`src/rtl/cbs_pkg.sv`:
```
// Shared types and constants of the cubic Bezier sampler.
`timescale 1ns / 1ps

package cbs_pkg;

  // Coordinate format: signed Q2.14
  localparam int COORD_BITS = 16;

  // Default number of intervals per segment (STEPS+1 samples)
  localparam int STEPS_DEFAULT = 20;

  // Depth of the segment queue between front and back end
  localparam int SEG_Q_DEPTH = 2;

  // Depth of the result buffer on the output side
  localparam int OUT_Q_DEPTH = 2;

  // Pipeline stages of the constant divider
  localparam int DIV_LAT = 3;

  typedef logic signed [COORD_BITS-1:0] coord_t;

  // Four control points of one axis, index 0 is p0
  typedef coord_t [3:0] ctrl_axis_t;

  typedef struct packed {
    ctrl_axis_t x;
    ctrl_axis_t y;
  } segment_t;

  // One input item
  typedef struct packed {
    logic   new_curve;
    coord_t point_x;
    coord_t point_y;
  } point_t;

  // One result item
  typedef struct packed {
    coord_t curve_x;
    coord_t curve_y;
    logic   segment_end;
  } sample_t;

endpackage

```
`src/rtl/cbs_front.sv`:
```
// Front end: collects control points and hands complete segments to the queue.
`timescale 1ns / 1ps

module cbs_front (
  input  logic              clk,
  input  logic              rst,
  input  logic              push,
  output logic              full,
  input  cbs_pkg::point_t   point,
  output logic              seg_push,
  input  logic              seg_full,
  output cbs_pkg::segment_t seg
);
  import cbs_pkg::*;

  logic       anchor_valid;
  logic [1:0] held;
  coord_t     px [3];
  coord_t     py [3];
  logic       accept;
  logic       restart;

  // A point may complete a segment, so only take it with queue room
  assign full    = seg_full;
  assign accept  = push && !full;
  assign restart = point.new_curve || !anchor_valid || (held == 2'd0);

  assign seg_push = accept && !restart && (held == 2'd3);
  assign seg.x    = {point.point_x, px[2], px[1], px[0]};
  assign seg.y    = {point.point_y, py[2], py[1], py[0]};

  // Point count and anchor flag
  always_ff @(posedge clk) begin
    if (rst) begin
      held         <= 2'd0;
      anchor_valid <= 1'b0;
    end else if (accept) begin
      anchor_valid <= 1'b1;
      if (restart || held == 2'd3) begin
        held <= 2'd1;
      end else begin
        held <= held + 2'd1;
      end
    end
  end

  // Stored points; the closing point of a segment becomes the next anchor
  always_ff @(posedge clk) begin
    if (accept) begin
      if (restart || held == 2'd3) begin
        px[0] <= point.point_x;
        py[0] <= point.point_y;
      end else begin
        px[held] <= point.point_x;
        py[held] <= point.point_y;
      end
    end
  end

endmodule

```
`config.mk`:
```
export PLATFORM = sky130hd
export DESIGN_NAME = cbs_front
export DESIGN_NICKNAME = d
export VERILOG_FILES = /design/src/rtl/cbs_pkg.sv /design/src/rtl/cbs_front.sv
export SDC_FILE = /design/constraint.sdc
export NUM_CORES = 1
export LEC_CHECK = 0
export ABC_CLOCK_PERIOD_IN_PS = 7810
export BUFFER_PORTS_ARGS = -buffer_cell sky130_fd_sc_hd__buf_2
export CAP_MARGIN = 20
export CORE_ASPECT_RATIO = 0.6
export CORE_MARGIN = 4
export CORE_UTILIZATION = 37
export CTS_CLUSTER_DIAMETER = 120
export DETAILED_ROUTE_END_ITERATION = 8
export HOLD_SLACK_MARGIN = 0.03
export PLACE_DENSITY = 0.77
export SYNTH_ARGS = -nofsm -noshare
export SYNTH_HDL_FRONTEND = slang
export SYNTH_SLANG_ARGS = --single-unit
export TNS_END_PERCENT = 100
```
`constraint.sdc`:
```
create_clock -name clk -period 7.81 [get_ports clk]
set_input_delay 1.562 -clock clk [delete_from_list [all_inputs] [get_ports clk]]
set_output_delay 1.562 -clock clk [all_outputs]
set_load 0.01 [all_outputs]
```
==> metrics.md <==
| Metric | Value |
|---|---|
| Outcome | `completed` |
| CP endpoint kind | `primary output` |
| CP max FO | `8` |
| Reg area | `0.00294 mm^2` |
| Least-Margin Pin Slew | `0.823 ns` |
| Synth Warn # | `0` |
| Full die area | `0.0106 mm^2` |
| Initial Utilization | `38.5%` |
| CP Buf/Inv Count | `2` |
| Routed Antenna Nets | `0` |
| Post-CTS sizing | `0` |
| Worst-path clk slew | `0.07 ns` |
| Worst hold path class | `flop to flop` |
| Final Power | `1.09 mW` |
| Final Hold Viols | `0` |
| RSZ-0062 raised after global routing | `false` |
| First-pass GRT wire length | `9630 um` |
| I/O pins | `167` |
| Slew headroom | `45.1%` |
| # clock sinks | `99` |
| Die Wd | `131 um` |
| Site Rows | `26` |
| TNS Setup | `0 ns` |
| Startpoint type of the worst setup path | `input port` |
| Routability congestion estimate | `0.736` |
| Skew-Pair Late Insertion Delay | `0.33 ns` |
| Clock buffer depth | `2` |
| Hpwl dp | `4870 um` |
| Drt initial violations | `79` |
| Filler Cells Inserted | `732` |
| Layout Skew | `0.00725 ns` |
| Antenna violations before repair | `1` |
| CP Class | `input port to primary output` |
| Area Overhead vs Synth | `32.0%` |
| Yosys cell types | `19` |
| Post-Route WL | `6760 um` |
| Critical path required time | `6.25 ns` |
| GR Util All Layers | `12.4%` |
| Total CTS buffers | `9` |
| DRT Pass-1 Iters | `4` |
| Vias per cell | `4.45` |
| Delay-heaviest family, CP | `simple AND/OR/NAND/NOR gates` |
| Synth top area cells | `edfxtp_1 (86%), buf_4 (7.4%), dfxtp_1 (1.8%), ha_1 (0.75%), nor4b_4 (0.71%)` |
| Antenna diode count | `0` |
| Post-Layout Cell Count | `417` |
| # port buffers | `166` |
| DR vias | `1856` |
| Seq/Total Area, Yosys | `88.3%` |
| CP max stage delay | `0.38 ns` |
| Fin crit share | `50.7%` |
| Synth top area share | `86.5%` |
| CTS tree | `built` |
| Worst EP arrival | `2.40 ns` |
| Cell Area, Synth | `0.00333 mm^2` |
| Worst path cell trace | `buf_2, nor2b_1, and4_1, buf_2` |
| Number of global-route vias before repair | `1802` |
| DRC | `0` |
| Postcts setup bufs | `0` |
| Die Y | `81.5 um` |
| Post-synth top area cell | `edfxtp_1` |
| Multi-input gate area | `141 um^2` |
| Cell total after placement | `401` |
| Floorplan core area | `0.00865 mm^2` |
| Pin count of the biggest net entering global routing | `33` |
| Synthesis-stage register bit count | `99` |
| # H-tree levels | `3` |
| Max-cap violations | `0` |
| Post-synthesis net count | `192` |
| Total gr overflow | `0` |
| Pins Over Slew Limit | `0` |
| Peak supply drop | `0.000138 V` |
| Hold_buf cts | `0` |
| Critical path's slowest cell | `nor2b_1` |
| Post-DR wirelength/cell | `16.2 um` |
| Layout cell share with drive strength beyond 1 | `62.3%` |
| Syn_area_per_cell | `21.8 um^2` |
| P_leak | `1.77 nW` |
| P per Cell Area | `249 mW/mm^2` |
| CTS Root Buffer Type | `clkbuf_16` |
| Cell mode on critical path | `buf_2` |
| Nets | `339` |
| Post-Syn Instances | `153` |
| Final Setup Violations | `0` |
| Peak Freq | `0.253 GHz` |
| Final Critical Period | `3.96 ns` |
==> tightest hold or removal path, cell delays in order, from the launching register on <==
cell and delay [ns]:
dfxtp_1 0.33, nor2_1 0.10, nor2_1 0.04
==> layout make-up <==
class	count	share of cell area (%)
clock buffers	9	5.12
flip-flops and latches	99	66.9
well taps	112	3.18
repair buffers	170	19.6
multi-input cells	18	3.21
inverters	2	0.171
clock inverters	7	1.88
==> state kept, by name, indices dropped and copies added (netlist names) <==
register	count
py	48
anchor_valid	1
held	2
px	48
==> Yosys cell counts <==
library cell	instances
a21oi_1	1
a31oi_1	1
and2_1	1
and4_1	1
buf_2	1
buf_4	33
dfxtp_1	3
edfxtp_1	96
ha_1	2
inv_1	2
nand2_1	1
nand2b_1	1
nand3_1	1
nor2_1	3
nor2b_1	1
nor3_1	2
nor4b_4	1
o21ai_0	1
o21bai_1	1
==> per-stage QoR <==
stage | hold slack [ns] | setup slack (ns) | instance area, um^2 | utilization (%)
final | 0.517 | 3.85 | 4400 | 50.9
after global placement | 0.500 | 3.91 | 4090 | 47.3
after CTS | 0.517 | 3.86 | 4400 | 50.9
after floorplan | 0.456 | 3.22 | 3330 | -
after detailed placement | 0.502 | 3.86 | 4090 | 47.3
after global routing | 0.534 | 3.77 | 4400 | 50.9
==> path summary, 6_finish.rpt <==
check / start / to / slack, ns / cells past startpoint
max reg2reg: held[0]$_SDFFE_PP0N_ / py[0][9]$_DFFE_PP_ / 5.71 / 5
min: anchor_valid$_SDFFE_PP0N_ / anchor_valid$_SDFFE_PP0N_ / 0.52 / 2
max: push / seg_push / 3.85 / 4
min reg2reg: anchor_valid$_SDFFE_PP0N_ / anchor_valid$_SDFFE_PP0N_ / 0.52 / 2
==> kinds of logic (layout without fill, tap and decap cells) <==
| family | count (synthesis) | count (layout) | synth area share, % |
|---|---|---|---|
| simple gates | 12 | 12 | 2.44 |
| flops | 99 | 99 | 88.3 |
| buf+inv | 36 | 188 | 7.81 |
| fa+ha+maj | 2 | 2 | 0.751 |
| compound gates | 4 | 4 | 0.713 |
==> cells in the final DEF, fill, tap and decap left out, types with 2 or more instances in the layout <==
cell type   Yosys  routed
buf_2           1     166
edfxtp_1       96      96
clkbuf_16       0       9
buf_4          33       4
nor2_1          3       3
dfxtp_1         3       3
inv_1           2       2
nor3_2          0       2
ha_1            2       2
clkinvlp_4      0       2
inv_6           0       2
==> where the power goes <==
group	internal [mW]	switching (mW)	leakage [nW]
registers	0.595	0.00347	0.900
logic	0.0211	0.0324	0.724
clock network	0.253	0.188	0.145
total	0.870	0.224	1.77
==> per-layer routing <==
metal | GRT usage (%) | up-vias | wire length (um) | share of wire, %
met5 | 0 | - | 7 | 0.10
met4 | 4.31 | 2 | 78 | 1.2
met3 | 6.11 | 8 | 802 | 12
met2 | 19.9 | 116 | 3150 | 47
met1 | 14.5 | 889 | 2720 | 40
li1 | - | 841 | - | -
Power figures use the tool's default switching activity.
