--- config.mk ---
export PLATFORM = sky130hd
export DESIGN_NAME = cbs_seg_queue
export DESIGN_NICKNAME = d
export VERILOG_FILES = /design/src/rtl/cbs_pkg.sv /design/src/rtl/cbs_seg_queue.sv
export SDC_FILE = /design/constraint.sdc
export NUM_CORES = 1
export LEC_CHECK = 0
export BUFFER_PORTS_ARGS = -buffer_cell sky130_fd_sc_hd__buf_2
export CAP_MARGIN = 20
export CORE_MARGIN = 8
export CORE_UTILIZATION = 47
export DETAILED_ROUTE_END_ITERATION = 7
export PLACE_DENSITY = 0.75
export SETUP_SLACK_MARGIN = 0.05
export SYNTH_ARGS = -nofsm -noshare
export SYNTH_HDL_FRONTEND = slang
export SYNTH_SLANG_ARGS = --single-unit
--- constraint.sdc ---
create_clock -name clk -period 3.9 [get_ports clk]
set_input_delay 0.39 -clock clk [delete_from_list [all_inputs] [get_ports clk]]
set_output_delay 0.39 -clock clk [all_outputs]
set_load 0.005 [all_outputs]
--- src/rtl/cbs_pkg.sv ---
// Shared types and constants of the cubic Bezier sampler.
`timescale 1ns / 1ps

package cbs_pkg;

  // Coordinate format: signed Q2.14
  localparam int COORD_BITS = 16;

  // Default number of intervals per segment (STEPS+1 samples)
  localparam int STEPS_DEFAULT = 20;

  // Depth of the segment queue between front and back end
  localparam int SEG_Q_DEPTH = 2;

  // Depth of the result buffer on the output side
  localparam int OUT_Q_DEPTH = 2;

  // Pipeline stages of the constant divider
  localparam int DIV_LAT = 3;

  typedef logic signed [COORD_BITS-1:0] coord_t;

  // Four control points of one axis, index 0 is p0
  typedef coord_t [3:0] ctrl_axis_t;

  typedef struct packed {
    ctrl_axis_t x;
    ctrl_axis_t y;
  } segment_t;

  // One input item
  typedef struct packed {
    logic   new_curve;
    coord_t point_x;
    coord_t point_y;
  } point_t;

  // One result item
  typedef struct packed {
    coord_t curve_x;
    coord_t curve_y;
    logic   segment_end;
  } sample_t;

endpackage

--- src/rtl/cbs_seg_queue.sv ---
// Short queue of complete segments between front and back end.
`timescale 1ns / 1ps

module cbs_seg_queue (
  input  logic              clk,
  input  logic              rst,
  input  logic              push,
  output logic              full,
  input  cbs_pkg::segment_t wdata,
  input  logic              pop,
  output logic              empty,
  output cbs_pkg::segment_t rdata
);
  import cbs_pkg::*;

  localparam int PTR_W = (SEG_Q_DEPTH > 1) ? $clog2(SEG_Q_DEPTH) : 1;
  localparam int CNT_W = $clog2(SEG_Q_DEPTH + 1);

  segment_t         mem [SEG_Q_DEPTH];
  logic [PTR_W-1:0] wr_ptr;
  logic [PTR_W-1:0] rd_ptr;
  logic [CNT_W-1:0] count;
  logic             do_push;
  logic             do_pop;

  assign full    = (count == CNT_W'(SEG_Q_DEPTH));
  assign empty   = (count == '0);
  assign do_push = push && !full;
  assign do_pop  = pop && !empty;
  assign rdata   = mem[rd_ptr];

  // Pointers and fill count
  always_ff @(posedge clk) begin
    if (rst) begin
      wr_ptr <= '0;
      rd_ptr <= '0;
      count  <= '0;
    end else begin
      if (do_push) begin
        wr_ptr <= (wr_ptr == PTR_W'(SEG_Q_DEPTH - 1)) ? '0 : wr_ptr + 1'b1;
      end
      if (do_pop) begin
        rd_ptr <= (rd_ptr == PTR_W'(SEG_Q_DEPTH - 1)) ? '0 : rd_ptr + 1'b1;
      end
      if (do_push && !do_pop) begin
        count <= count + 1'b1;
      end else if (do_pop && !do_push) begin
        count <= count - 1'b1;
      end
    end
  end

  // Storage
  always_ff @(posedge clk) begin
    if (do_push) begin
      mem[wr_ptr] <= wdata;
    end
  end

endmodule

==> results of run 1 <==
flip-flops by register name (all words and copies together), names as in the netlist, named ones only:
| name | count |
|---|---|
| mem | 256 |
| rd_ptr | 1 |
| count | 2 |
| wr_ptr | 1 |
power by group:
part	internal, mW	total (mW)	switching (mW)
clock network	1.39	2.35	0.962
logic	0.837	1.63	0.796
registers	3.52	3.69	0.162
total	5.75	7.67	1.92
synthesized netlist by cell type:
cell type,count,area share (%)
sky130_fd_sc_hd__buf_6,10,1.2
sky130_fd_sc_hd__o21ai_0,3,0.16
sky130_fd_sc_hd__dfxtp_1,5,1.1
sky130_fd_sc_hd__nor2b_2,1,0.092
sky130_fd_sc_hd__ha_1,1,0.13
sky130_fd_sc_hd__or3_1,2,0.13
sky130_fd_sc_hd__and2_1,1,0.066
sky130_fd_sc_hd__xor2_1,3,0.28
sky130_fd_sc_hd__nor2_1,5,0.20
sky130_fd_sc_hd__a21oi_1,2,0.11
sky130_fd_sc_hd__inv_1,2,0.079
sky130_fd_sc_hd__edfxtp_1,256,81
sky130_fd_sc_hd__buf_4,4,0.32
sky130_fd_sc_hd__mux2_2,128,15
cell type report:
class	instances	area [um^2]	area share, %
sequential	261	7790	65.5
multi-input combinational	146	1550	13.1
timing repair buffer	266	1380	11.6
clock buffer	32	694	5.84
tap	270	338	2.84
clock inverter	15	123	1.03
inverter	2	10.0	0.0841
antenna	2	5.00	0.0421
cells by family (layout without fill, tap and decap cells):
| group | count (synthesis) | after routing | synth area share, % |
|---|---|---|---|
| other | 0 | 2 | 0 |
| adders and majority gates | 1 | 1 | 0.132 |
| AOI/OAI and AO/OA | 5 | 5 | 0.264 |
| and+or+nand+nor | 9 | 9 | 0.488 |
| muxes | 128 | 128 | 15.2 |
| buffers and inverters | 16 | 315 | 1.58 |
| DFF | 261 | 261 | 82.1 |
| xor gates and xnor gates | 3 | 3 | 0.277 |
layer usage:
| layer | routed length (um) | vias to the layer above | track usage (%) |
|---|---|---|---|
| li1 | - | 2245 | - |
| met1 | 7210 | 2439 | 17.0 |
| met2 | 10200 | 191 | 26.1 |
| met3 | 1720 | 33 | 4.67 |
| met4 | 439 | 0 | 5.21 |
| met5 | 0 | - | 0 |
per-stage QoR:
step                util (%)  power [mW]  hold slack (ns)  cells  instance area, um^2
floorplan                  -        4.72            0.452    423                 9490
global placement        55.3        5.35            0.474    945                11100
detailed placement      55.3        5.42            0.494    945                11100
CTS                     59.3        7.79           0.0390    992                11900
global route            59.4        8.02           0.0408    994                11900
finish                  59.4        7.67           0.0667    994                11900
worst max-delay path, cell delays in order (launching register included):
cell,delay [ns]
sky130_fd_sc_hd__dfxtp_4,0.80
sky130_fd_sc_hd__buf_12,0.41
sky130_fd_sc_hd__mux2_2,0.40
sky130_fd_sc_hd__buf_2,0.13
worst min-delay path by stage:
stage	end	slack, ns	depth (start not counted)
final	mem[0][46]	0.07	1
after global routing	mem[0][90]	0.04	1
after CTS	mem[1][46]	0.04	1
after detailed placement	flop	0.49	2
after global placement	wr_ptr	0.47	2
after floorplan	wr_ptr	0.45	2
==> flow_summary.html, run 1 <==
<table>
<tr><th>Metric</th><th>Value</th></tr>
<tr><th colspan="2">Status</th></tr>
<tr><td>Status</td><td>complete, no violations</td></tr>
<tr><th colspan="2">Timing</th></tr>
<tr><td>Fin. Hold Viols</td><td>0</td></tr>
<tr><td>Number of slew-limit violations in the final report</td><td>0</td></tr>
<tr><td>Final setup violation count</td><td>0</td></tr>
<tr><td>Final Cycle Share</td><td>71.5%</td></tr>
<tr><td>Normalized max-slew margin</td><td>51.9%</td></tr>
<tr><td>Smallest setup slack after layout</td><td>around 1.1 ns</td></tr>
<tr><td>Tightest Pin Transition</td><td>0.722 ns</td></tr>
<tr><td>Setup_tns</td><td>0 ns</td></tr>
<tr><td>Max Clock Freq</td><td>around 360 MHz</td></tr>
<tr><td>Crit path time final</td><td>2.79 ns</td></tr>
<tr><td>Worst setup skew after layout</td><td>0.00834 ns</td></tr>
<tr><td>RSZ-0062 raised after global routing</td><td>no</td></tr>
<tr><th colspan="2">Detailed routing</th></tr>
<tr><td>Aggregate routed wire length</td><td>19500 um</td></tr>
<tr><td>Post-detailed-route count of antenna-violating nets</td><td>0</td></tr>
<tr><td>Initial DRT Pass Iterations</td><td>4</td></tr>
<tr><td>Detailed-route vias per instance</td><td>between 4 and 5</td></tr>
<tr><td>Violation count after the first detailed-route iteration</td><td>~240</td></tr>
<tr><td>Wire per inst</td><td>19.6 um</td></tr>
<tr><td>Vias post-DR</td><td>a little under 5000</td></tr>
<tr><td>Remaining DRCs</td><td>0</td></tr>
<tr><th colspan="2">CTS</th></tr>
<tr><td>Number of buffers added for setup after CTS</td><td>0</td></tr>
<tr><td>Max H-tree Level</td><td>1</td></tr>
<tr><td>Clock sinks</td><td>261</td></tr>
<tr><td>Post-cts sizing count</td><td>0</td></tr>
<tr><td>Hold bufs inserted after CTS</td><td>0</td></tr>
<tr><td>Bufs on Longest Clock Path</td><td>3</td></tr>
<tr><td>Number of buffers inserted during clock tree synthesis</td><td>26</td></tr>
<tr><td>Clock tree from TritonCTS</td><td>built</td></tr>
<tr><td>CTS root buf</td><td>sky130_fd_sc_hd__clkbuf_16</td></tr>
<tr><td>Latest clock arrival within the worst-skew pair</td><td>around 0.5 ns</td></tr>
<tr><td>Clock input transition at the sequential cells of the worst setup and hold paths</td><td>0.06 ns</td></tr>
<tr><th colspan="2">Critical path</th></tr>
<tr><td>Length in cells of the worst reg-to-reg path</td><td>4</td></tr>
<tr><td>Internal reg-to-reg setup slack</td><td>~1.7 ns</td></tr>
<tr><td>Critical-path maximum fanout</td><td>77</td></tr>
<tr><td>Destination of the critical timing path</td><td>rdata[104]</td></tr>
<tr><td>Launching point of the worst reg2reg path</td><td>count[0]</td></tr>
<tr><td>Kind of start point of the critical path</td><td>flop</td></tr>
<tr><td>Start-to-end type of the worst setup path</td><td>reg2out</td></tr>
<tr><td>Capture point of the worst reg-to-reg path</td><td>mem[1][66]</td></tr>
<tr><td>Data arrival time of the critical path</td><td>around 2.4 ns</td></tr>
<tr><td>Endpoint kind of the worst setup timing path</td><td>output port</td></tr>
<tr><td>Worst path required time</td><td>3.51 ns</td></tr>
<tr><th colspan="2">Power and ir drop</th></tr>
<tr><td>Power per cell area</td><td>around 650 mW/mm^2</td></tr>
<tr><td>Leakage Power</td><td>about 4.4 nW</td></tr>
<tr><td>Peak ir drop on the vdd network</td><td>0.000414 V</td></tr>
<tr><th colspan="2">Logic synthesis</th></tr>
<tr><td>Cell area after synthesis</td><td>0.00949 mm^2</td></tr>
<tr><td>Synthesized instance count</td><td>between 400 and 500</td></tr>
<tr><td>Flip-flop and latch count after synthesis</td><td>approximately 260</td></tr>
<tr><td>Syn nets</td><td>around 560</td></tr>
<tr><td>Post-Synthesis Mean Instance Area</td><td>between 20 and 25 um^2</td></tr>
<tr><td>Count of synthesis-stage warnings from yosys</td><td>0</td></tr>
<tr><td>Distinct cells, synth</td><td>14</td></tr>
<tr><td>Portion of the post-synthesis area used by sequential elements</td><td>about 80%</td></tr>
<tr><th colspan="2">Placement</th></tr>
<tr><td>Routability Congestion</td><td>~0.78</td></tr>
<tr><td>Detailed placement HPWL</td><td>about 13000 um</td></tr>
<tr><td>Input/output buffers</td><td>261</td></tr>
<tr><td>DP Worst Slack</td><td>1.61 ns</td></tr>
<tr><th colspan="2">Layout</th></tr>
<tr><td>Commonest cells after routing, fill and taps aside</td><td>sky130_fd_sc_hd__buf_2, sky130_fd_sc_hd__edfxtp_1, sky130_fd_sc_hd__mux2_2, sky130_fd_sc_hd__clkbuf_16, sky130_fd_sc_hd__clkinv_2</td></tr>
<tr><td>NumNets Final</td><td>836</td></tr>
<tr><td>Area added between synthesis and finish</td><td>25.4%</td></tr>
<tr><td>Fill cell total of the finished layout</td><td>1535</td></tr>
<tr><td>Leading cell type in the layout, fill and taps excluded</td><td>sky130_fd_sc_hd__buf_2</td></tr>
<tr><td>Ratio of cells with drive above 1 in the final layout</td><td>60.4%</td></tr>
<tr><th colspan="2">GRT</th></tr>
<tr><td>Antenna violations before repair</td><td>2</td></tr>
<tr><td>Global-route wire length before repair</td><td>a little under 30000 um</td></tr>
<tr><td>Largest net degree at the start of global routing</td><td>a little under 80</td></tr>
<tr><td>Aggregate global-route resource usage</td><td>15.0%</td></tr>
<tr><td>Number of global-route vias before repair</td><td>5404</td></tr>
<tr><td>Total congestion overflow</td><td>0</td></tr>
<tr><th colspan="2">Floorplanning</th></tr>
<tr><td>Site row count</td><td>52</td></tr>
<tr><td>Area inside the core boundary</td><td>between 0.02 and 0.025 mm^2</td></tr>
<tr><td>Effective utilization at floorplan</td><td>47.4%</td></tr>
<tr><td>Total I/O pin count</td><td>roughly 260</td></tr>
<tr><td>Floorplan die width</td><td>158 um</td></tr>
<tr><td>Die area</td><td>roughly 0.025 mm^2</td></tr>
<tr><td>Die outline height</td><td>158 um</td></tr>
<tr><th colspan="2">Worst hold path</th></tr>
<tr><td>Hold Path Origin</td><td>wdata[46]</td></tr>
<tr><td>Worst hold-check path type</td><td>in2reg</td></tr>
<tr><th colspan="2">Job</th></tr>
<tr><td>Number of maximum-capacitance violations</td><td>0</td></tr>
</table>
No activity file was read; power rests on OpenSTA's default activity.
==> run 2: changes to the inputs <==
- clock period: 3.9 -> 2.55 ns (I/O delays scaled with it)
==> flow_summary.html, run 2 (synthesis gave the netlist of run 1 again) <==
<table>
<tr><th>Metric</th><th>Value</th></tr>
<tr><th colspan="2">Status</th></tr>
<tr><td>Status</td><td>complete, no violations</td></tr>
<tr><th colspan="2">Layout</th></tr>
<tr><td>Multi-input gate area</td><td>0.00156 mm^2 (+0.64%)</td></tr>
<tr><td>Fill cell total of the finished layout</td><td>1319 (-14%)</td></tr>
<tr><td>Ratio of cells with drive above 1 in the final layout</td><td>52.0% (-8.4 points)</td></tr>
<tr><td>Commonest cells after routing, fill and taps aside</td><td>sky130_fd_sc_hd__buf_2, sky130_fd_sc_hd__edfxtp_1, sky130_fd_sc_hd__dlygate4sd3_1, sky130_fd_sc_hd__mux2_2, sky130_fd_sc_hd__clkbuf_16</td></tr>
<tr><td>Flip-flop count of the largest register, all copies and words added</td><td>256 (unchanged)</td></tr>
<tr><td>NumNets Final</td><td>969 (+16%)</td></tr>
<tr><td>Leading cell type in the layout, fill and taps excluded</td><td>sky130_fd_sc_hd__buf_2</td></tr>
<tr><td>Combined flip-flop and latch cell area</td><td>0.00779 mm^2 (about the same)</td></tr>
<tr><td>Area added between synthesis and finish</td><td>40.5%</td></tr>
<tr><td>Register name with the most flops</td><td>mem</td></tr>
<tr><td>Leading registers by flop count</td><td>mem x256, count x2</td></tr>
<tr><td>Final standard cell utilization of the core</td><td>66.5% (+7.2 points)</td></tr>
<tr><th colspan="2">Detailed routing</th></tr>
<tr><td>Remaining DRCs</td><td>0 (unchanged)</td></tr>
<tr><td>Wire per inst</td><td>19.6 um (-0.32%)</td></tr>
<tr><td>Post-detailed-route count of antenna-violating nets</td><td>0 (unchanged)</td></tr>
<tr><td>Initial DRT Pass Iterations</td><td>4 (unchanged)</td></tr>
<tr><td>Violation count after the first detailed-route iteration</td><td>244 (+3.0%)</td></tr>
<tr><td>Aggregate routed wire length</td><td>22100 um (+13%)</td></tr>
<tr><td>Vias post-DR</td><td>5475 (+12%)</td></tr>
<tr><td>Detailed-route vias per instance</td><td>4.85 (-1.8%)</td></tr>
<tr><th colspan="2">Critical path</th></tr>
<tr><td>Start-to-end type of the worst setup path</td><td>reg2out</td></tr>
<tr><td>Critical-path maximum fanout</td><td>28 (-64%)</td></tr>
<tr><td>Kind of cell adding the most delay to the critical path</td><td>flip-flops</td></tr>
<tr><td>Worst path required time</td><td>2.30 ns (-1.21 ns)</td></tr>
<tr><td>Kind of start point of the critical path</td><td>flop</td></tr>
<tr><td>Data arrival time of the critical path</td><td>1.99 ns (-0.41 ns)</td></tr>
<tr><td>Endpoint kind of the worst setup timing path</td><td>output port</td></tr>
<tr><td>CP peak stage delay</td><td>0.62 ns (-0.18 ns)</td></tr>
<tr><td>Crit path max-delay cell type</td><td>sky130_fd_sc_hd__dfxtp_4</td></tr>
<tr><td>Internal reg-to-reg setup slack</td><td>0.74 ns (-0.95 ns)</td></tr>
<tr><td>Number of buffer and inverter instances along the worst setup path</td><td>2 (unchanged)</td></tr>
<tr><td>Cells along the critical path</td><td>buf_4, mux2_2, buf_2</td></tr>
<tr><th colspan="2">Floorplanning</th></tr>
<tr><td>Site row count</td><td>52 (unchanged)</td></tr>
<tr><td>Total I/O pin count</td><td>262 (unchanged)</td></tr>
<tr><td>Area inside the core boundary</td><td>0.0200 mm^2 (unchanged)</td></tr>
<tr><td>Die outline height</td><td>158 um (unchanged)</td></tr>
<tr><td>Effective utilization at floorplan</td><td>47.4% (unchanged)</td></tr>
<tr><td>Floorplan die width</td><td>158 um (unchanged)</td></tr>
<tr><td>Die area</td><td>0.0250 mm^2 (unchanged)</td></tr>
<tr><th colspan="2">Timing</th></tr>
<tr><td>Worst setup skew after layout</td><td>0.0149 ns (+0.00655 ns)</td></tr>
<tr><td>Final setup violation count</td><td>0 (unchanged)</td></tr>
<tr><td>Number of slew-limit violations in the final report</td><td>0 (unchanged)</td></tr>
<tr><td>Smallest setup slack after layout</td><td>0.307 ns (-0.806 ns)</td></tr>
<tr><td>Worst hold slack after final layout</td><td>0.148 ns (+0.0813 ns)</td></tr>
<tr><td>Tightest Pin Transition</td><td>0.565 ns (-0.156 ns)</td></tr>
<tr><td>Fin. Hold Viols</td><td>0 (unchanged)</td></tr>
<tr><td>Crit path time final</td><td>2.24 ns</td></tr>
<tr><td>Normalized max-slew margin</td><td>62.3% (+10 points)</td></tr>
<tr><td>Final Cycle Share</td><td>88.0%</td></tr>
<tr><td>Max Clock Freq</td><td>446 MHz</td></tr>
<tr><td>RSZ-0062 raised after global routing</td><td>no</td></tr>
<tr><th colspan="2">GRT</th></tr>
<tr><td>Aggregate global-route resource usage</td><td>17.0% (+2.1 points)</td></tr>
<tr><td>Number of global-route vias before repair</td><td>6159 (+14%)</td></tr>
<tr><td>Largest net degree at the start of global routing</td><td>103 (+32%)</td></tr>
<tr><td>Met2 usage in global routing</td><td>31.2% (+5.0 points)</td></tr>
<tr><td>Total congestion overflow</td><td>0 (unchanged)</td></tr>
<tr><td>Global routing usage on met1</td><td>19.1% (+2.0 points)</td></tr>
<tr><td>Global-route wire length before repair</td><td>33000 um (+14%)</td></tr>
<tr><td>Antenna violations before repair</td><td>2 (unchanged)</td></tr>
<tr><td>Routing usage on met3</td><td>4.01% (-0.66 points)</td></tr>
<tr><td>Busiest layer in global routing</td><td>met2</td></tr>
<tr><th colspan="2">Power and ir drop</th></tr>
<tr><td>Leakage Power</td><td>5.02 nW (+13%)</td></tr>
<tr><td>Peak ir drop on the vdd network</td><td>0.000869 V (+110%)</td></tr>
<tr><td>Power per cell area</td><td>917 mW/mm^2 (+42%)</td></tr>
<tr><td>Power consumption</td><td>12.2 mW (+59%)</td></tr>
<tr><th colspan="2">CTS</th></tr>
<tr><td>Clock input transition at the sequential cells of the worst setup and hold paths</td><td>0.06 ns (about the same)</td></tr>
<tr><td>Number of buffers added for setup after CTS</td><td>0 (unchanged)</td></tr>
<tr><td>Clock tree from TritonCTS</td><td>built</td></tr>
<tr><td>Max H-tree Level</td><td>1 (unchanged)</td></tr>
<tr><td>Bufs on Longest Clock Path</td><td>3 (unchanged)</td></tr>
<tr><td>Number of buffers inserted during clock tree synthesis</td><td>26 (unchanged)</td></tr>
<tr><td>Post-cts sizing count</td><td>0 (unchanged)</td></tr>
<tr><td>Clock sinks</td><td>261 (unchanged)</td></tr>
<tr><td>Hold bufs inserted after CTS</td><td>129 (+129)</td></tr>
<tr><td>Latest clock arrival within the worst-skew pair</td><td>0.51 ns (about the same)</td></tr>
<tr><td>CTS root buf</td><td>sky130_fd_sc_hd__clkbuf_16</td></tr>
<tr><th colspan="2">Placement</th></tr>
<tr><td>Detailed placement HPWL</td><td>13600 um (+1.8%)</td></tr>
<tr><td>DP Worst Slack</td><td>0.753 ns (-0.856 ns)</td></tr>
<tr><td>Input/output buffers</td><td>261 (unchanged)</td></tr>
<tr><td>Routability Congestion</td><td>0.785 (+0.26%)</td></tr>
<tr><th colspan="2">Job</th></tr>
<tr><td>Number of maximum-capacitance violations</td><td>0 (unchanged)</td></tr>
<tr><th colspan="2">Worst hold path</th></tr>
<tr><td>Worst hold-check path type</td><td>in2reg</td></tr>
</table>
-- run 2: cell count changes in the layout (fill, tap and decap cells not counted), sizes merged --
cell,change
buf,+4
bufinv,+2
clkbuf,-2
clkinv,+1
clkinvlp,+1
diode,+1
dlygate4sd3,+129
inv,-1
-- run 2: report_power, final --
group	internal [mW]	total, mW	switching [mW]
clock network	2.33	3.82	1.49
logic	1.47	2.79	1.32
registers	5.39	5.61	0.217
total	9.20	12.2	3.03
-- run 2: stage by stage --
stage / TNS [ns] / area, um^2 / std cells
after global routing: 0 / 13300 / 1128
after global placement: 0 / 11200 / 949
after CTS: 0 / 13300 / 1126
after detailed placement: 0 / 11200 / 949
after floorplan: -44.46 / 9510 / 423
final: 0 / 13300 / 1129
-- run 2: routing by layer --
layer	vias to the layer above	part of all wire, %
met2	212	54
met3	49	6.9
met4	0	2.6
met1	2689	37
met5	-	0
li1	2525	-
-- run 2: path summary, 6_finish.rpt --
check,start,to,depth (start not counted)
worst max-delay path,flop,rdata[38],3
worst min-delay path,push,wr_ptr,4
worst max register to register,count[0],mem[0][83],4
worst min register to register,count[1],count[1],2
-- run 2: final cells by class --
| cell class | count | share of cell area (%) |
|---|---|---|
| multi-input combinational | 146 | 11.7 |
| timing repair buffer | 399 | 20.6 |
| inverter | 2 | 0.0845 |
| antenna | 3 | 0.0563 |
| tap | 270 | 2.53 |
| sequential | 261 | 58.5 |
| clock inverter | 18 | 1.43 |
| clock buffer | 30 | 5.15 |
-- run 2: worst reg2reg max path: stages, from the launching register on --
cell and delay, ns:
sky130_fd_sc_hd__dfxtp_2 0.41, sky130_fd_sc_hd__nor2b_4 0.07, sky130_fd_sc_hd__or3_4 0.35, sky130_fd_sc_hd__clkinvlp_4 0.11, sky130_fd_sc_hd__buf_12 0.44
==> run 3: changes to the inputs <==
- CELL_PAD_IN_SITES_DETAIL_PLACEMENT: default -> 1
- CELL_PAD_IN_SITES_GLOBAL_PLACEMENT: default -> 2
- CORE_UTILIZATION: 47 -> 34
- PLACE_DENSITY: 0.75 -> 0.74
==> flow_summary.html, run 3 (synthesis gave the netlist of run 1 again) <==
<table>
<tr><th>Metric</th><th>Value</th></tr>
<tr><th colspan="2">CTS</th></tr>
<tr><td>Number of buffers inserted during clock tree synthesis</td><td>27 (+3.8%)</td></tr>
<tr><td>Clock sinks</td><td>261 (unchanged)</td></tr>
<tr><td>Max H-tree Level</td><td>1 (unchanged)</td></tr>
<tr><td>Clock tree from TritonCTS</td><td>built</td></tr>
<tr><td>CTS root buf</td><td>sky130_fd_sc_hd__clkbuf_16</td></tr>
<tr><td>Latest clock arrival within the worst-skew pair</td><td>0.52 ns (about the same)</td></tr>
<tr><td>Number of buffers added for setup after CTS</td><td>0 (unchanged)</td></tr>
<tr><td>Clock input transition at the sequential cells of the worst setup and hold paths</td><td>0.06 ns (about the same)</td></tr>
<tr><td>Bufs on Longest Clock Path</td><td>3 (unchanged)</td></tr>
<tr><th colspan="2">GRT</th></tr>
<tr><td>Antenna violations before repair</td><td>0 (-2)</td></tr>
<tr><td>Routing usage on met3</td><td>4.37% (+0.36 points)</td></tr>
<tr><td>Busiest layer in global routing</td><td>met2</td></tr>
<tr><td>Largest net degree at the start of global routing</td><td>77 (-25%)</td></tr>
<tr><td>Aggregate global-route resource usage</td><td>13.6% (-3.4 points)</td></tr>
<tr><td>Number of global-route vias before repair</td><td>6225 (+1.1%)</td></tr>
<tr><td>Global-route wire length before repair</td><td>35900 um (+8.7%)</td></tr>
<tr><td>Total congestion overflow</td><td>0 (unchanged)</td></tr>
<tr><td>Global routing usage on met1</td><td>14.8% (-4.2 points)</td></tr>
<tr><td>Met2 usage in global routing</td><td>25.2% (-5.9 points)</td></tr>
<tr><th colspan="2">Layout</th></tr>
<tr><td>Final standard cell utilization of the core</td><td>48.7% (-18 points)</td></tr>
<tr><td>Ratio of cells with drive above 1 in the final layout</td><td>51.6% (-0.40 points)</td></tr>
<tr><td>Leading registers by flop count</td><td>mem x256, count x2</td></tr>
<tr><td>Commonest cells after routing, fill and taps aside</td><td>sky130_fd_sc_hd__buf_2, sky130_fd_sc_hd__edfxtp_1, sky130_fd_sc_hd__dlygate4sd3_1, sky130_fd_sc_hd__mux2_2, sky130_fd_sc_hd__clkbuf_16</td></tr>
<tr><td>Fill cell total of the finished layout</td><td>2701 (+100%)</td></tr>
<tr><td>Area added between synthesis and finish</td><td>41.9%</td></tr>
<tr><td>Leading cell type in the layout, fill and taps excluded</td><td>sky130_fd_sc_hd__buf_2</td></tr>
<tr><td>NumNets Final</td><td>967 (-0.21%)</td></tr>
<tr><td>Flip-flop count of the largest register, all copies and words added</td><td>256 (unchanged)</td></tr>
<tr><td>Number of antenna repair diodes</td><td>0 (-3)</td></tr>
<tr><td>Register name with the most flops</td><td>mem</td></tr>
<tr><th colspan="2">Placement</th></tr>
<tr><td>Routability Congestion</td><td>0.725 (-7.7%)</td></tr>
<tr><td>Input/output buffers</td><td>261 (unchanged)</td></tr>
<tr><td>Detailed placement HPWL</td><td>14900 um (+9.6%)</td></tr>
<tr><th colspan="2">Timing</th></tr>
<tr><td>Crit path time final</td><td>2.04 ns (-0.201 ns)</td></tr>
<tr><td>Final Cycle Share</td><td>80.1% (-7.9 points)</td></tr>
<tr><td>Tightest Pin Transition</td><td>0.482 ns (-0.0835 ns)</td></tr>
<tr><td>Worst hold slack after final layout</td><td>0.154 ns (+0.00547 ns)</td></tr>
<tr><td>Number of slew-limit violations in the final report</td><td>0 (unchanged)</td></tr>
<tr><td>Max Clock Freq</td><td>490 MHz (+9.8%)</td></tr>
<tr><td>Fin. Hold Viols</td><td>0 (unchanged)</td></tr>
<tr><td>Normalized max-slew margin</td><td>67.9% (+5.6 points)</td></tr>
<tr><td>Final setup violation count</td><td>0 (unchanged)</td></tr>
<tr><td>Worst setup skew after layout</td><td>0.0113 ns (-0.00361 ns)</td></tr>
<tr><td>RSZ-0062 raised after global routing</td><td>no</td></tr>
<tr><th colspan="2">Power and ir drop</th></tr>
<tr><td>Peak ir drop on the vdd network</td><td>0.000475 V (-45%)</td></tr>
<tr><td>Leakage Power</td><td>5.01 nW (-0.25%)</td></tr>
<tr><td>Power per cell area</td><td>922 mW/mm^2 (+0.54%)</td></tr>
<tr><th colspan="2">Critical path</th></tr>
<tr><td>Crit path max-delay cell type</td><td>sky130_fd_sc_hd__mux2_2</td></tr>
<tr><td>Cells along the critical path</td><td>buf_12, mux2_2, buf_2</td></tr>
<tr><td>Kind of start point of the critical path</td><td>flop</td></tr>
<tr><td>Data arrival time of the critical path</td><td>1.79 ns (-0.20 ns)</td></tr>
<tr><td>Launching point of the worst reg2reg path</td><td>count[0]</td></tr>
<tr><td>Worst path required time</td><td>2.30 ns (about the same)</td></tr>
<tr><td>Endpoint kind of the worst setup timing path</td><td>output port</td></tr>
<tr><td>Start-to-end type of the worst setup path</td><td>reg2out</td></tr>
<tr><td>CP peak stage delay</td><td>0.40 ns (-0.22 ns)</td></tr>
<tr><td>Critical-path maximum fanout</td><td>65 (+130%)</td></tr>
<tr><th colspan="2">Detailed routing</th></tr>
<tr><td>Remaining DRCs</td><td>0 (unchanged)</td></tr>
<tr><td>Aggregate routed wire length</td><td>23600 um (+6.6%)</td></tr>
<tr><td>Wire per inst</td><td>19.1 um (-2.2%)</td></tr>
<tr><td>Detailed-route vias per instance</td><td>4.37 (-9.8%)</td></tr>
<tr><td>Initial DRT Pass Iterations</td><td>4 (unchanged)</td></tr>
<tr><td>Vias post-DR</td><td>5385 (-1.6%)</td></tr>
<tr><td>Post-detailed-route count of antenna-violating nets</td><td>0 (unchanged)</td></tr>
<tr><td>Violation count after the first detailed-route iteration</td><td>225 (-7.8%)</td></tr>
<tr><th colspan="2">Floorplanning</th></tr>
<tr><td>Site row count</td><td>61 (+17%)</td></tr>
<tr><td>Total I/O pin count</td><td>262 (unchanged)</td></tr>
<tr><td>Floorplan die width</td><td>183 um (+16%)</td></tr>
<tr><td>Die outline height</td><td>183 um (+16%)</td></tr>
<tr><td>Area inside the core boundary</td><td>0.0276 mm^2 (+38%)</td></tr>
<tr><td>Effective utilization at floorplan</td><td>34.3% (-13 points)</td></tr>
<tr><td>Die area</td><td>0.0335 mm^2 (+34%)</td></tr>
<tr><th colspan="2">Job</th></tr>
<tr><td>Number of maximum-capacitance violations</td><td>0 (unchanged)</td></tr>
<tr><th colspan="2">Worst hold path</th></tr>
<tr><td>Worst hold-check path type</td><td>in2reg</td></tr>
<tr><td>Hold Path Origin</td><td>push</td></tr>
<tr><th colspan="2">Status</th></tr>
<tr><td>Status</td><td>complete, no violations</td></tr>
</table>
run 3: area by class of cell:
| class | instances | area, um^2 | share of cell area, % |
|---|---|---|---|
| tap | 378 | 473 | 3.51 |
| multi-input combinational | 146 | 1560 | 11.6 |
| sequential | 261 | 7790 | 57.9 |
| timing repair buffer | 396 | 2720 | 20.2 |
| clock buffer | 30 | 687 | 5.10 |
| clock inverter | 18 | 215 | 1.60 |
| inverter | 2 | 11.3 | 0.0837 |
run 3: through the flow:
step           power (mW)  worst slack, ns  TNS, ns  area [um^2]  cells
2_1_floorplan        7.21           -0.347   -44.46         9510    423
3_5_place_dp         8.40            0.748        0        11300   1054
3_3_place_gp         8.30            0.818        0        11300   1054
5_1_grt              13.0            0.421        0        13500   1231
6_report             12.4            0.507        0        13500   1231
4_1_cts              12.6            0.452        0        13500   1231
run 3: critical path, delay by kind of cell, from the launching register on:
| kind | cells | cell delay, ns |
|---|---|---|
| buffers and inverters | 2 | 0.43 |
| muxes | 1 | 0.40 |
| DFF | 1 | 0.37 |
run 3: worst paths after layout:
| path | to | slack (ns) | cells after the start |
|---|---|---|---|
| hold reg to reg | wr_ptr | 0.50 | 2 |
| setup / recovery | rdata[7] | 0.51 | 3 |
| hold / removal | wr_ptr | 0.15 | 4 |
| setup reg to reg | mem[1][77] | 0.74 | 4 |
run 3: power breakdown:
group          total (mW)  internal [mW]  switching [mW]
clock                3.99           2.43            1.55
combinational        2.89           1.46            1.43
sequential           5.53           5.39           0.143
run 3: timing repair:
item	in CTS	in global routing
hold buffers	129	0
resized for setup	0	0
hold endpoints to repair	261	0
run 3: per-layer routing:
layer	up-vias	part of all wire [%]
met4	0	1.7
li1	2498	-
met3	31	7.2
met2	181	53
met1	2675	38
met5	-	0
